===== config.mk =====
export PLATFORM = sky130hd
export DESIGN_NAME = radio_frame_parser_core
export DESIGN_NICKNAME = d
export VERILOG_FILES = /design/src/design/rfp_pkg.sv /design/src/design/rfp_input_stage.sv /design/src/design/rfp_field_parser.sv /design/src/design/rfp_result_stage.sv /design/src/design/radio_frame_parser_core.sv
export VERILOG_INCLUDE_DIRS = /design/src /design/src/design
export SDC_FILE = /design/constraint.sdc
export NUM_CORES = 1
export LEC_CHECK = 0
export BUFFER_PORTS_ARGS = -buffer_cell sky130_fd_sc_hd__buf_2
export CAP_MARGIN = 30
export CELL_PAD_IN_SITES_DETAIL_PLACEMENT = 0
export CELL_PAD_IN_SITES_GLOBAL_PLACEMENT = 2
export CORE_MARGIN = 8
export CORE_UTILIZATION = 30
export DETAILED_ROUTE_END_ITERATION = 6
export PLACE_DENSITY_LB_ADDON = 0.1
export REMOVE_ABC_BUFFERS = 1
export SLEW_MARGIN = 0
export SYNTH_ARGS = -nofsm -noshare
export SYNTH_HDL_FRONTEND = slang
export SYNTH_SLANG_ARGS = --single-unit

===== constraint.sdc =====
create_clock -name clock -period 10.6 [get_ports clock]
set_input_delay 2.12 -clock clock [delete_from_list [all_inputs] [get_ports clock]]
set_output_delay 2.12 -clock clock [all_outputs]
set_load 0.02 [all_outputs]

===== src/design/assert_macros.svh =====
// assertion macros shared by the frame parser modules
`ifndef ASSERT_MACROS_SVH
`define ASSERT_MACROS_SVH

// property checked on every rising clock edge outside reset
`define RFP_ASSERT(label, prop) \
   label: assert property (@(posedge clock) disable iff (reset) prop) \
      else $error("assertion failed: %m");

// same-cycle implication
`define RFP_ASSERT_IMPLY(label, ante, cons) \
   `RFP_ASSERT(label, (ante) |-> (cons))

`endif


===== src/design/rfp_pkg.sv =====
// types and constants of the radio frame parser
`timescale 1ns / 1ps

package rfp_pkg;

   localparam int ADDRESS_BYTES_DEFAULT   = 3;
   localparam int TRAILER_BYTES_DEFAULT   = 6;
   localparam int MAX_FRAME_BYTES_DEFAULT = 32;

   localparam int BYTE_W    = 8;
   localparam int POS_W     = 6;
   localparam int LEN_W     = 6;
   localparam int INDEX_W   = 5;
   localparam int PAYLOAD_W = 5;

   localparam logic [POS_W-1:0]   POS_TOP   = '1;
   localparam logic [INDEX_W-1:0] INDEX_TOP = '1;

   typedef enum logic [2:0] {
      KIND_CTRL0       = 3'd0,
      KIND_CTRL1       = 3'd1,
      KIND_DESTINATION = 3'd2,
      KIND_SOURCE      = 3'd3,
      KIND_COMMAND     = 3'd4,
      KIND_PAYLOAD     = 3'd5,
      KIND_TRAILER     = 3'd6
   } field_kind_type;

   typedef enum logic [1:0] {
      STATUS_OK         = 2'd0,
      STATUS_TOO_SHORT  = 2'd1,
      STATUS_BAD_LENGTH = 2'd2,
      STATUS_MISMATCH   = 2'd3
   } status_type;

   typedef struct packed {
      logic [BYTE_W-1:0] byte_value;
      logic              last_byte;
   } req_item_type;

   typedef struct packed {
      logic [BYTE_W-1:0]    out_byte;
      field_kind_type       field_kind;
      logic [INDEX_W-1:0]   field_index;
      logic                 frame_end;
      status_type           status;
      logic                 has_trailer;
      logic [LEN_W-1:0]     declared_length;
      logic [PAYLOAD_W-1:0] payload_length;
   } rsp_item_type;

endpackage


===== src/design/rfp_input_stage.sv =====
// input register holding one received byte transfer
`timescale 1ns / 1ps
`include "assert_macros.svh"

module rfp_input_stage (
   input  logic                  clock,
   input  logic                  reset,
   input  logic                  in_valid,
   input  rfp_pkg::req_item_type in_item,
   output logic                  in_stall,
   output logic                  out_valid,
   output rfp_pkg::req_item_type out_item,
   input  logic                  out_take
);
   import rfp_pkg::*;

   logic         valid_ff;
   logic         valid_in;
   logic         load;
   req_item_type item_ff;

   assign in_stall  = valid_ff && !out_take;
   assign load      = in_valid && !in_stall;
   assign valid_in  = load || (valid_ff && !out_take);
   assign out_valid = valid_ff;
   assign out_item  = item_ff;

   always_ff @(posedge clock) begin
      if (reset) begin
         valid_ff <= 1'b0;
      end else begin
         valid_ff <= valid_in;
      end
   end

   always_ff @(posedge clock) begin
      if (load) begin
         item_ff <= in_item;
      end
   end

   // held byte stays put until the parser takes it
   `RFP_ASSERT(a_held_item_kept, valid_ff && !out_take |=> valid_ff && $stable(item_ff))

endmodule


===== src/design/rfp_field_parser.sv =====
// frame position tracking, field labelling and end-of-frame status
`timescale 1ns / 1ps
`include "assert_macros.svh"

module rfp_field_parser #(
   parameter int ADDRESS_BYTES   = rfp_pkg::ADDRESS_BYTES_DEFAULT,
   parameter int TRAILER_BYTES   = rfp_pkg::TRAILER_BYTES_DEFAULT,
   parameter int MAX_FRAME_BYTES = rfp_pkg::MAX_FRAME_BYTES_DEFAULT
) (
   input  logic                          clock,
   input  logic                          reset,
   input  logic                          csr_write,
   input  logic [rfp_pkg::BYTE_W-1:0]    csr_data,
   input  logic                          item_valid,
   input  logic                          item_take,
   input  rfp_pkg::req_item_type         item,
   output rfp_pkg::rsp_item_type         result
);
   import rfp_pkg::*;

   localparam int LEN_X_W       = LEN_W + 1;
   localparam int HEADER_BYTES  = 3 + 2 * ADDRESS_BYTES;
   localparam int SOURCE_POS_I  = 2 + ADDRESS_BYTES;
   localparam int COMMAND_POS_I = 2 + 2 * ADDRESS_BYTES;

   localparam logic [POS_W-1:0]   CTRL1_POS    = POS_W'(1);
   localparam logic [POS_W-1:0]   DEST_POS     = POS_W'(2);
   localparam logic [POS_W-1:0]   SOURCE_POS   = POS_W'(SOURCE_POS_I);
   localparam logic [POS_W-1:0]   COMMAND_POS  = POS_W'(COMMAND_POS_I);
   localparam logic [POS_W-1:0]   PAYLOAD_POS  = POS_W'(COMMAND_POS_I + 1);
   localparam logic [LEN_W-1:0]   HEADER_LEN   = LEN_W'(HEADER_BYTES);
   localparam logic [LEN_W-1:0]   MAX_LEN      = LEN_W'(MAX_FRAME_BYTES);
   localparam logic [LEN_X_W-1:0] HEADER_LEN_X = LEN_X_W'(HEADER_BYTES);
   localparam logic [LEN_X_W-1:0] TRAILER_X    = LEN_X_W'(TRAILER_BYTES);

   logic [BYTE_W-1:0]  trailer_command_ff;
   logic [POS_W-1:0]   pos_ff;
   logic [POS_W-1:0]   pos_in;
   logic [LEN_W-1:0]   length_seen_ff;
   logic [LEN_W-1:0]   length_seen_in;
   logic [BYTE_W-1:0]  command_seen_ff;
   logic [BYTE_W-1:0]  command_seen_in;

   logic               advance;
   logic [LEN_W-1:0]   len;
   logic [BYTE_W-1:0]  cmd;
   logic               len_ok;
   field_kind_type     kind;
   logic [POS_W-1:0]   idx_raw;
   logic [LEN_X_W-1:0] buf_len;
   logic [LEN_X_W-1:0] len_x;
   status_type         status;
   logic               trailer;

   assign advance = item_valid && item_take;

   always_comb begin
      len     = (pos_ff == '0) ? (LEN_W'(item.byte_value[4:0]) + LEN_W'(1)) : length_seen_ff;
      cmd     = (pos_ff == COMMAND_POS) ? item.byte_value : command_seen_ff;
      len_ok  = (len >= HEADER_LEN) && (len <= MAX_LEN);
      len_x   = {1'b0, len};
      buf_len = {1'b0, pos_ff} + LEN_X_W'(1);

      if (pos_ff == '0) begin
         kind    = KIND_CTRL0;
         idx_raw = '0;
      end else if (pos_ff == CTRL1_POS) begin
         kind    = KIND_CTRL1;
         idx_raw = '0;
      end else if (pos_ff < SOURCE_POS) begin
         kind    = KIND_DESTINATION;
         idx_raw = pos_ff - DEST_POS;
      end else if (pos_ff < COMMAND_POS) begin
         kind    = KIND_SOURCE;
         idx_raw = pos_ff - SOURCE_POS;
      end else if (pos_ff == COMMAND_POS) begin
         kind    = KIND_COMMAND;
         idx_raw = '0;
      end else if (pos_ff < len) begin
         kind    = KIND_PAYLOAD;
         idx_raw = pos_ff - PAYLOAD_POS;
      end else begin
         kind    = KIND_TRAILER;
         idx_raw = pos_ff - len;
      end

      status  = STATUS_OK;
      trailer = 1'b0;
      if (item.last_byte) begin
         if (pos_ff == POS_TOP) begin
            status = STATUS_MISMATCH;
         end else if (buf_len < HEADER_LEN_X) begin
            status = STATUS_TOO_SHORT;
         end else if (!len_ok) begin
            status = STATUS_BAD_LENGTH;
         end else if (buf_len == len_x) begin
            status = STATUS_OK;
         end else if ((buf_len == len_x + TRAILER_X) && (cmd == trailer_command_ff)) begin
            status  = STATUS_OK;
            trailer = 1'b1;
         end else begin
            status = STATUS_MISMATCH;
         end
      end

      result.out_byte        = item.byte_value;
      result.field_kind      = kind;
      result.field_index     = (idx_raw > POS_W'(INDEX_TOP)) ? INDEX_TOP
                                                              : idx_raw[INDEX_W-1:0];
      result.frame_end       = item.last_byte;
      result.status          = status;
      result.has_trailer     = trailer;
      result.declared_length = len;
      result.payload_length  = len_ok ? PAYLOAD_W'(len - HEADER_LEN) : '0;
   end

   always_comb begin
      pos_in          = pos_ff;
      length_seen_in  = length_seen_ff;
      command_seen_in = command_seen_ff;
      if (advance) begin
         if (item.last_byte) begin
            pos_in          = '0;
            length_seen_in  = '0;
            command_seen_in = '0;
         end else begin
            pos_in          = (pos_ff == POS_TOP) ? POS_TOP : pos_ff + POS_W'(1);
            length_seen_in  = len;
            command_seen_in = cmd;
         end
      end
   end

   always_ff @(posedge clock) begin
      if (reset) begin
         pos_ff             <= '0;
         length_seen_ff     <= '0;
         command_seen_ff    <= '0;
         trailer_command_ff <= '0;
      end else begin
         pos_ff          <= pos_in;
         length_seen_ff  <= length_seen_in;
         command_seen_ff <= command_seen_in;
         if (csr_write) begin
            trailer_command_ff <= csr_data;
         end
      end
   end

   // a frame end restarts the frame state
   `RFP_ASSERT(a_end_clears_pos, advance && item.last_byte |=> pos_ff == '0 && length_seen_ff == '0)
   // a mid-frame byte moves the position by one unless saturated
   `RFP_ASSERT(a_pos_steps, advance && !item.last_byte && pos_ff != POS_TOP |=> pos_ff == $past(pos_ff) + POS_W'(1))

endmodule


===== src/design/rfp_result_stage.sv =====
// result register toward the downstream consumer
`timescale 1ns / 1ps
`include "assert_macros.svh"

module rfp_result_stage (
   input  logic                  clock,
   input  logic                  reset,
   input  logic                  in_valid,
   input  rfp_pkg::rsp_item_type in_item,
   output logic                  in_take,
   output logic                  out_valid,
   output rfp_pkg::rsp_item_type out_item,
   input  logic                  out_stall
);
   import rfp_pkg::*;

   logic         valid_ff;
   logic         valid_in;
   logic         load;
   rsp_item_type item_ff;

   assign in_take   = !valid_ff || !out_stall;
   assign load      = in_valid && in_take;
   assign valid_in  = load || (valid_ff && out_stall);
   assign out_valid = valid_ff;
   assign out_item  = item_ff;

   always_ff @(posedge clock) begin
      if (reset) begin
         valid_ff <= 1'b0;
      end else begin
         valid_ff <= valid_in;
      end
   end

   always_ff @(posedge clock) begin
      if (load) begin
         item_ff <= in_item;
      end
   end

   // trailer is reported only on a good frame end
   `RFP_ASSERT_IMPLY(a_trailer_on_ok_end, valid_ff && item_ff.has_trailer, item_ff.frame_end && item_ff.status == STATUS_OK)
   // error status never shows mid-frame
   `RFP_ASSERT_IMPLY(a_status_at_end, valid_ff && item_ff.status != STATUS_OK, item_ff.frame_end)

endmodule


===== src/design/radio_frame_parser_core.sv =====
// radio frame parser top level
//
//   channel | direction | handshake              | payload
//   req     | in        | req_valid / req_stall  | byte_value, last_byte
//   rsp     | out       | rsp_valid / rsp_stall  | out_byte .. payload_length
//   csr     | in        | csr_valid / csr_ready  | trailer_command
//
// one byte per cycle while rsp_stall is low; results pass the input and result registers
// input register, then combinational labelling into the result register
// reset is synchronous, active high, and clears position, length, command and trailer_command
// a stalled result still lets one more byte transfer into the input register
// csr_ready is always high
`timescale 1ns / 1ps

module radio_frame_parser_core #(
   parameter int ADDRESS_BYTES   = rfp_pkg::ADDRESS_BYTES_DEFAULT,
   parameter int TRAILER_BYTES   = rfp_pkg::TRAILER_BYTES_DEFAULT,
   parameter int MAX_FRAME_BYTES = rfp_pkg::MAX_FRAME_BYTES_DEFAULT
) (
   input  logic                             clock,
   input  logic                             reset,

   input  logic                             req_valid,
   output logic                             req_stall,
   input  logic [rfp_pkg::BYTE_W-1:0]       req_byte_value,
   input  logic                             req_last_byte,

   output logic                             rsp_valid,
   input  logic                             rsp_stall,
   output logic [rfp_pkg::BYTE_W-1:0]       rsp_out_byte,
   output logic [2:0]                       rsp_field_kind,
   output logic [rfp_pkg::INDEX_W-1:0]      rsp_field_index,
   output logic                             rsp_frame_end,
   output logic [1:0]                       rsp_status,
   output logic                             rsp_has_trailer,
   output logic [rfp_pkg::LEN_W-1:0]        rsp_declared_length,
   output logic [rfp_pkg::PAYLOAD_W-1:0]    rsp_payload_length,

   input  logic                             csr_valid,
   output logic                             csr_ready,
   input  logic [rfp_pkg::BYTE_W-1:0]       csr_trailer_command
);
   import rfp_pkg::*;

   req_item_type req_item;
   req_item_type held_item;
   logic         held_valid;
   logic         parse_take;
   rsp_item_type parse_result;
   rsp_item_type rsp_item;

   assign req_item.byte_value = req_byte_value;
   assign req_item.last_byte  = req_last_byte;
   assign csr_ready           = 1'b1;

   rfp_input_stage u_input_stage (
      .clock     (clock),
      .reset     (reset),
      .in_valid  (req_valid),
      .in_item   (req_item),
      .in_stall  (req_stall),
      .out_valid (held_valid),
      .out_item  (held_item),
      .out_take  (parse_take)
   );

   rfp_field_parser #(
      .ADDRESS_BYTES   (ADDRESS_BYTES),
      .TRAILER_BYTES   (TRAILER_BYTES),
      .MAX_FRAME_BYTES (MAX_FRAME_BYTES)
   ) u_field_parser (
      .clock      (clock),
      .reset      (reset),
      .csr_write  (csr_valid && csr_ready),
      .csr_data   (csr_trailer_command),
      .item_valid (held_valid),
      .item_take  (parse_take),
      .item       (held_item),
      .result     (parse_result)
   );

   rfp_result_stage u_result_stage (
      .clock     (clock),
      .reset     (reset),
      .in_valid  (held_valid),
      .in_item   (parse_result),
      .in_take   (parse_take),
      .out_valid (rsp_valid),
      .out_item  (rsp_item),
      .out_stall (rsp_stall)
   );

   assign rsp_out_byte        = rsp_item.out_byte;
   assign rsp_field_kind      = rsp_item.field_kind;
   assign rsp_field_index     = rsp_item.field_index;
   assign rsp_frame_end       = rsp_item.frame_end;
   assign rsp_status          = rsp_item.status;
   assign rsp_has_trailer     = rsp_item.has_trailer;
   assign rsp_declared_length = rsp_item.declared_length;
   assign rsp_payload_length  = rsp_item.payload_length;

endmodule


**Yosys cells after proc, flatten, opt, wreduce, memory -nomap -nowiden**

Index checks and enable logic that the tools add are counted.

- Memories: 0
- Output and inout bits: 34
- Bits of input ports: 22
- Flip-flop bits (word level): 70
- Logic and storage cells: 82
- Latch bits: 0
- Bits in read-only memories: 0
- RAM bits: 0

- Shift operators: 0
- Div/mod/pow operators: 0
- Multiplexer cells: 23
- Eq/ne operators: 6
- Reduce and logical (&&, ||, !) cells: 17
- $mul: 0
- Magnitude comparators: 7
- Bitwise logic cells: 2
- Add/subtract/negate cells: 9

Operator list:

| kind | count |
|---|---|
| $mux 6 | 10 |
| $mux 2 | 9 |
| $mux 8 | 2 |
| $eq 8x8->1 | 1 |
| $add 6x1->7 const B | 1 |
| $add 6x3->7 const B | 1 |
| $eq 7x6->1 | 1 |
| $eq 7x7->1 | 1 |
| $lt 7x4->1 const B | 1 |
| $add 5x1->6 const B | 1 |
| $add 6x1->6 const B | 1 |
| $eq 6x1->1 const B | 1 |
| $eq 6x4->1 const B | 1 |
| $eq 6x6->1 const B | 1 |
| $ge 6x4->1 const B | 1 |
| $gt 6x5->1 const B | 1 |
| $le 6x6->1 const B | 1 |
| $logic_and 1x1->1 | 6 |
| $logic_not 6->1 | 1 |
| $lt 6x3->1 const B | 1 |
| $lt 6x4->1 const B | 1 |
| $lt 6x6->1 | 1 |
| $sub 6x2->6 const B | 1 |
| $sub 6x3->6 const B | 1 |
| other kinds (10) | 17 |

**Longest topological paths before layout**

- Word-level depth: 10
- Gate-level depth with buffers: 17

**Cells and area by module**

From an unflattened synthesis, not the netlist that was laid out.

- Cells, all modules: 429
- Area, all modules: 4,276.6 um2

By module, submodules not included:

| module | area an instance (um2) | times used | seq. area each (um2) | cells an instance |
|---|---|---|---|---|
| rfp_field_parser | 2,975.4 | 1 | 560.5 | 378 |
| rfp_result_stage | 969.7 | 1 | 950.9 | 36 |
| rfp_input_stage | 320.3 | 1 | 290.3 | 13 |
| radio_frame_parser_core | 11.3 | 1 | 0.0 | 2 |

**Least setup slack after synthesis**

OpenSTA, ideal clock, no wires.

- Path type: input to output
- Start: in rsp_stall
- End: out req_stall
- Data arrival time: 2.393 ns
- Stages on the path: 1
- Data required time: 8.480 ns
- Path slack: 6.087 ns
- Path through: and3_1

- Word-level cells in the longest chain between the ends: 4

Ends and longest elaborated chain:

| item | RTL line | source |
|---|---|---|
| start, declared | radio_frame_parser_core.sv:29 | `input logic rsp_stall,` |
| $logic_not 1->1 | rfp_result_stage.sv:22 | `assign in_take = !valid_ff \|\| !out_stall;` |
| $logic_or 1x1->1 | rfp_result_stage.sv:22 |  |
| $logic_not 1->1 | rfp_input_stage.sv:22 | `assign in_stall = valid_ff && !out_take;` |
| $logic_and 1x1->1 | rfp_input_stage.sv:22 |  |
| end, declared | radio_frame_parser_core.sv:24 | `output logic req_stall,` |

No other way between the ends.

**Final worst setup path**

Ends and elaborated chain as after synthesis.

==> impl_metrics.yaml <==
layout:
  fillers: 1361
  area_growth_pct: 19.52
  final_net_count: 487
  antenna_cells: 0
  drive_gt1_frac: 0.1982
synth:
  synth_edf_count: 40
  synth_top_area_share: 0.3012
  yosysSeqAreaShare: 0.4518
  synth_cell_type_count: 66
  synth_top_family_by_area: "compound AO/OA/AOI/OAI gates"
  async_flop_share: 0
  synth_top_flop_cell: "edfxtp_1"
  synth_common_cells: "nor2_1 (46), edfxtp_1 (40), dfxtp_1 (30)"
  synthAdderAreaFrac: 0.05209
  synth_top_cells_by_area: "edfxtp_1 (30%), dfxtp_1 (15%), ha_1 (4.7%)"
  yosys_warnings: 0
  ys_seq_elements: 70
  syn_inst: 400
  synthXorXnorAreaFrac: 0.06056
  syn_avg_cell_area_um2: 9.969
  synthMuxAreaShare: 0.04016
  synth_most_common_cell: "nor2_1"
  synthSimpleGateAreaFrac: 0.1701
  synth_compound_area_frac: 0.1814
  synth_top_area_cell: "edfxtp_1"
  netlist_area_um2: 3988
timing:
  hold_viol: 0
  tns_ns: 0
  fmax_mhz: 212.7
  fin_crit_sh: 0.4435
  finalSetupViolCount: 0
  rsz0062_at_grt: "no"
  worst_clock_skew_ns: 0.008777
  slew_violations: 0
  period_needed_ns: 4.701
  relSlewSlack: 0.3587
  worst_pin_slew_ns: 0.9547
place:
  io_buffers: 54
  dp.final_hpwl_um: 8429
  gp_congestion: 0.7238
setup_path:
  critPathLaunchType: "input pin"
  slowest_delay_ns: 0.19
  crit_top_cell: "buf_2"
  path_buf_inv: 2
  critPathRequiredTime_ns: 8.48
  path_delay_family: "buffers and inverters"
  path_max_fanout: 3
  crit_path_end_kind: "output pin"
  slowest_stage: "and3_1"
  arrival_ns: 2.58
  cp_cell_sequence: "buf_2, and3_1, buf_2"
  path_class: "in -> out"
  r2r_slack_ns: 6.16
route:
  wirelength_um: 11520
  drc: 0
  firstDrtPassIters: 4
  vias: 3145
  dr.first_iter.drc_count: 228
  viasPerCell: 4.992
  antenna_left: 0
  wl_per_cell_um: 18.28
clock_network:
  post_cts_resized: 0
  cts_tree: "done"
  cts_buffer_depth: 2
  cts_made_buffers: 9
  cts_max_level: 3
  cts_root_buf: "clkbuf_16"
  holdBufCountCts: 0
  worstSkewPairLatency_ns: 0.34
  cts_setup_buffers: 0
  cts.clk_slew.worst_paths_ns: 0.06
  clock_sinks: 70
pwr:
  p_leak_uw: 0.001861
  peakVddDrop_uv: 71.47
  cellPowerDensity_nw_per_um2: 164.1
  power_uw: 782.1
global_routing:
  overflow: 0
  grt_pass1_vias: 3198
  grt_util_all_layers: 0.1363
  grt_max_degree: 31
  grt_pass1_wl_um: 18360
  antenna_found_initial: 0
die:
  initial_utilization: 0.3035
  die_area_um2: 17240
  die_w_um: 131.3
  rows: 42
  pin_count: 56
  core_area_um2: 13140
  die_height_um: 131.3
job:
  drv_cap: 0
run_status:
  status: "finished, final reports clean"
hold_path:
  hold_path.class: "reg -> reg"
area by class of cell:
cell class	instances	area (um2)	area share
repair buffers	58	300.3	0.06301
multi-input cells	292	2014	0.4227
well taps	176	220.2	0.04621
clock inverters	7	136.4	0.02862
inverters	18	67.56	0.01418
clock buffers	9	225.2	0.04726
flip-flops and latches	70	1802	0.3781
path summary, 6_finish.rpt:
kind                                               start                           to  depth (start not counted)
worst max-delay path                           rsp_stall                    req_stall                          3
worst min-delay path             u_input_stage.out_valid     u_result_stage.out_valid                          2
worst max register to register  u_field_parser.pos_ff[1]  u_result_stage.out_item[19]                         14
worst min register to register   u_input_stage.out_valid     u_result_stage.out_valid                          2
worst register-to-register path: stages (launching register included):
cell and delay (ns):
dfxtp_1 0.39, inv_1 0.27, ha_1 0.24, nor4b_2 0.20, buf_4 0.21, nand2_2 0.16
o21ai_1 0.63, ha_1 0.33, fa_1 0.26, o221ai_1 0.13, o311a_1 0.19, a41o_1 0.41
o211a_1 0.20, a31oi_1 0.40, o22ai_1 0.13
stage by stage:
stage	std cells	utilization	hold slack (ns)	instance area, um2	setup slack [ns]
after floorplan	380	-	0.4426	3884	6.087
final	630	0.3628	0.4992	4766	5.899
after detailed placement	614	0.3352	0.4820	4404	5.907
after global routing	630	0.3628	0.5365	4766	5.750
after global placement	614	0.3352	0.4771	4404	5.916
after CTS	630	0.3628	0.5064	4766	5.902
sequential cells by signal (all words and copies together), names as in the netlist:
name                               cells
u_field_parser.pos_ff                  6
u_result_stage.out_valid               1
u_field_parser.length_seen_ff          6
u_field_parser.trailer_command_ff      8
u_input_stage.out_item                 9
u_field_parser.command_seen_ff         8
u_input_stage.out_valid                1
u_result_stage.out_item               31
layer usage:
layer	GRT usage	part of all wire	up-vias
li1	-	-	1588
met1	0.1736	0.48	1501
met2	0.2192	0.48	47
met3	0.03506	0.033	9
met4	0.04786	0.011	0
met5	0	0	-
report_power, final:
group          total, uW  switching [uW]  internal, uW
registers            310            8.41           302
clock network        373             120           252
logic               99.0            61.5          37.5
total                782             190           592
placed cells by master, fill, tap and decap left out, drive strengths merged, types with 4 or more instances in the layout:
cell type,netlist,routed
clkbuf,12,9
nand4,4,4
xor2,7,7
a22oi,14,14
mux2i,16,16
xnor2,18,18
or2,4,4
and2,5,5
buf,8,58
ha,15,15
edfxtp,40,40
and3,8,8
o211ai,8,8
clkinv,2,4
nand2,22,22
inv,16,16
bufinv,0,4
a31oi,4,4
dfxtp,30,30
nand3,12,12
nor2,47,47
nor3,8,8
o22ai,5,5
a211oi,8,8
a21oi,19,19
nor4b,4,4
o21ai,18,18
cell families (layout without fill, tap and decap cells):
family / after synthesis / after routing
compound gates: 103 / 103
xor+xnor: 26 / 26
fa+ha+maj: 16 / 16
buf+inv: 38 / 92
flops: 70 / 70
mux: 16 / 16
other cells: 1 / 1
simple gates: 130 / 130
No activity file was read; power rests on OpenSTA's default activity.
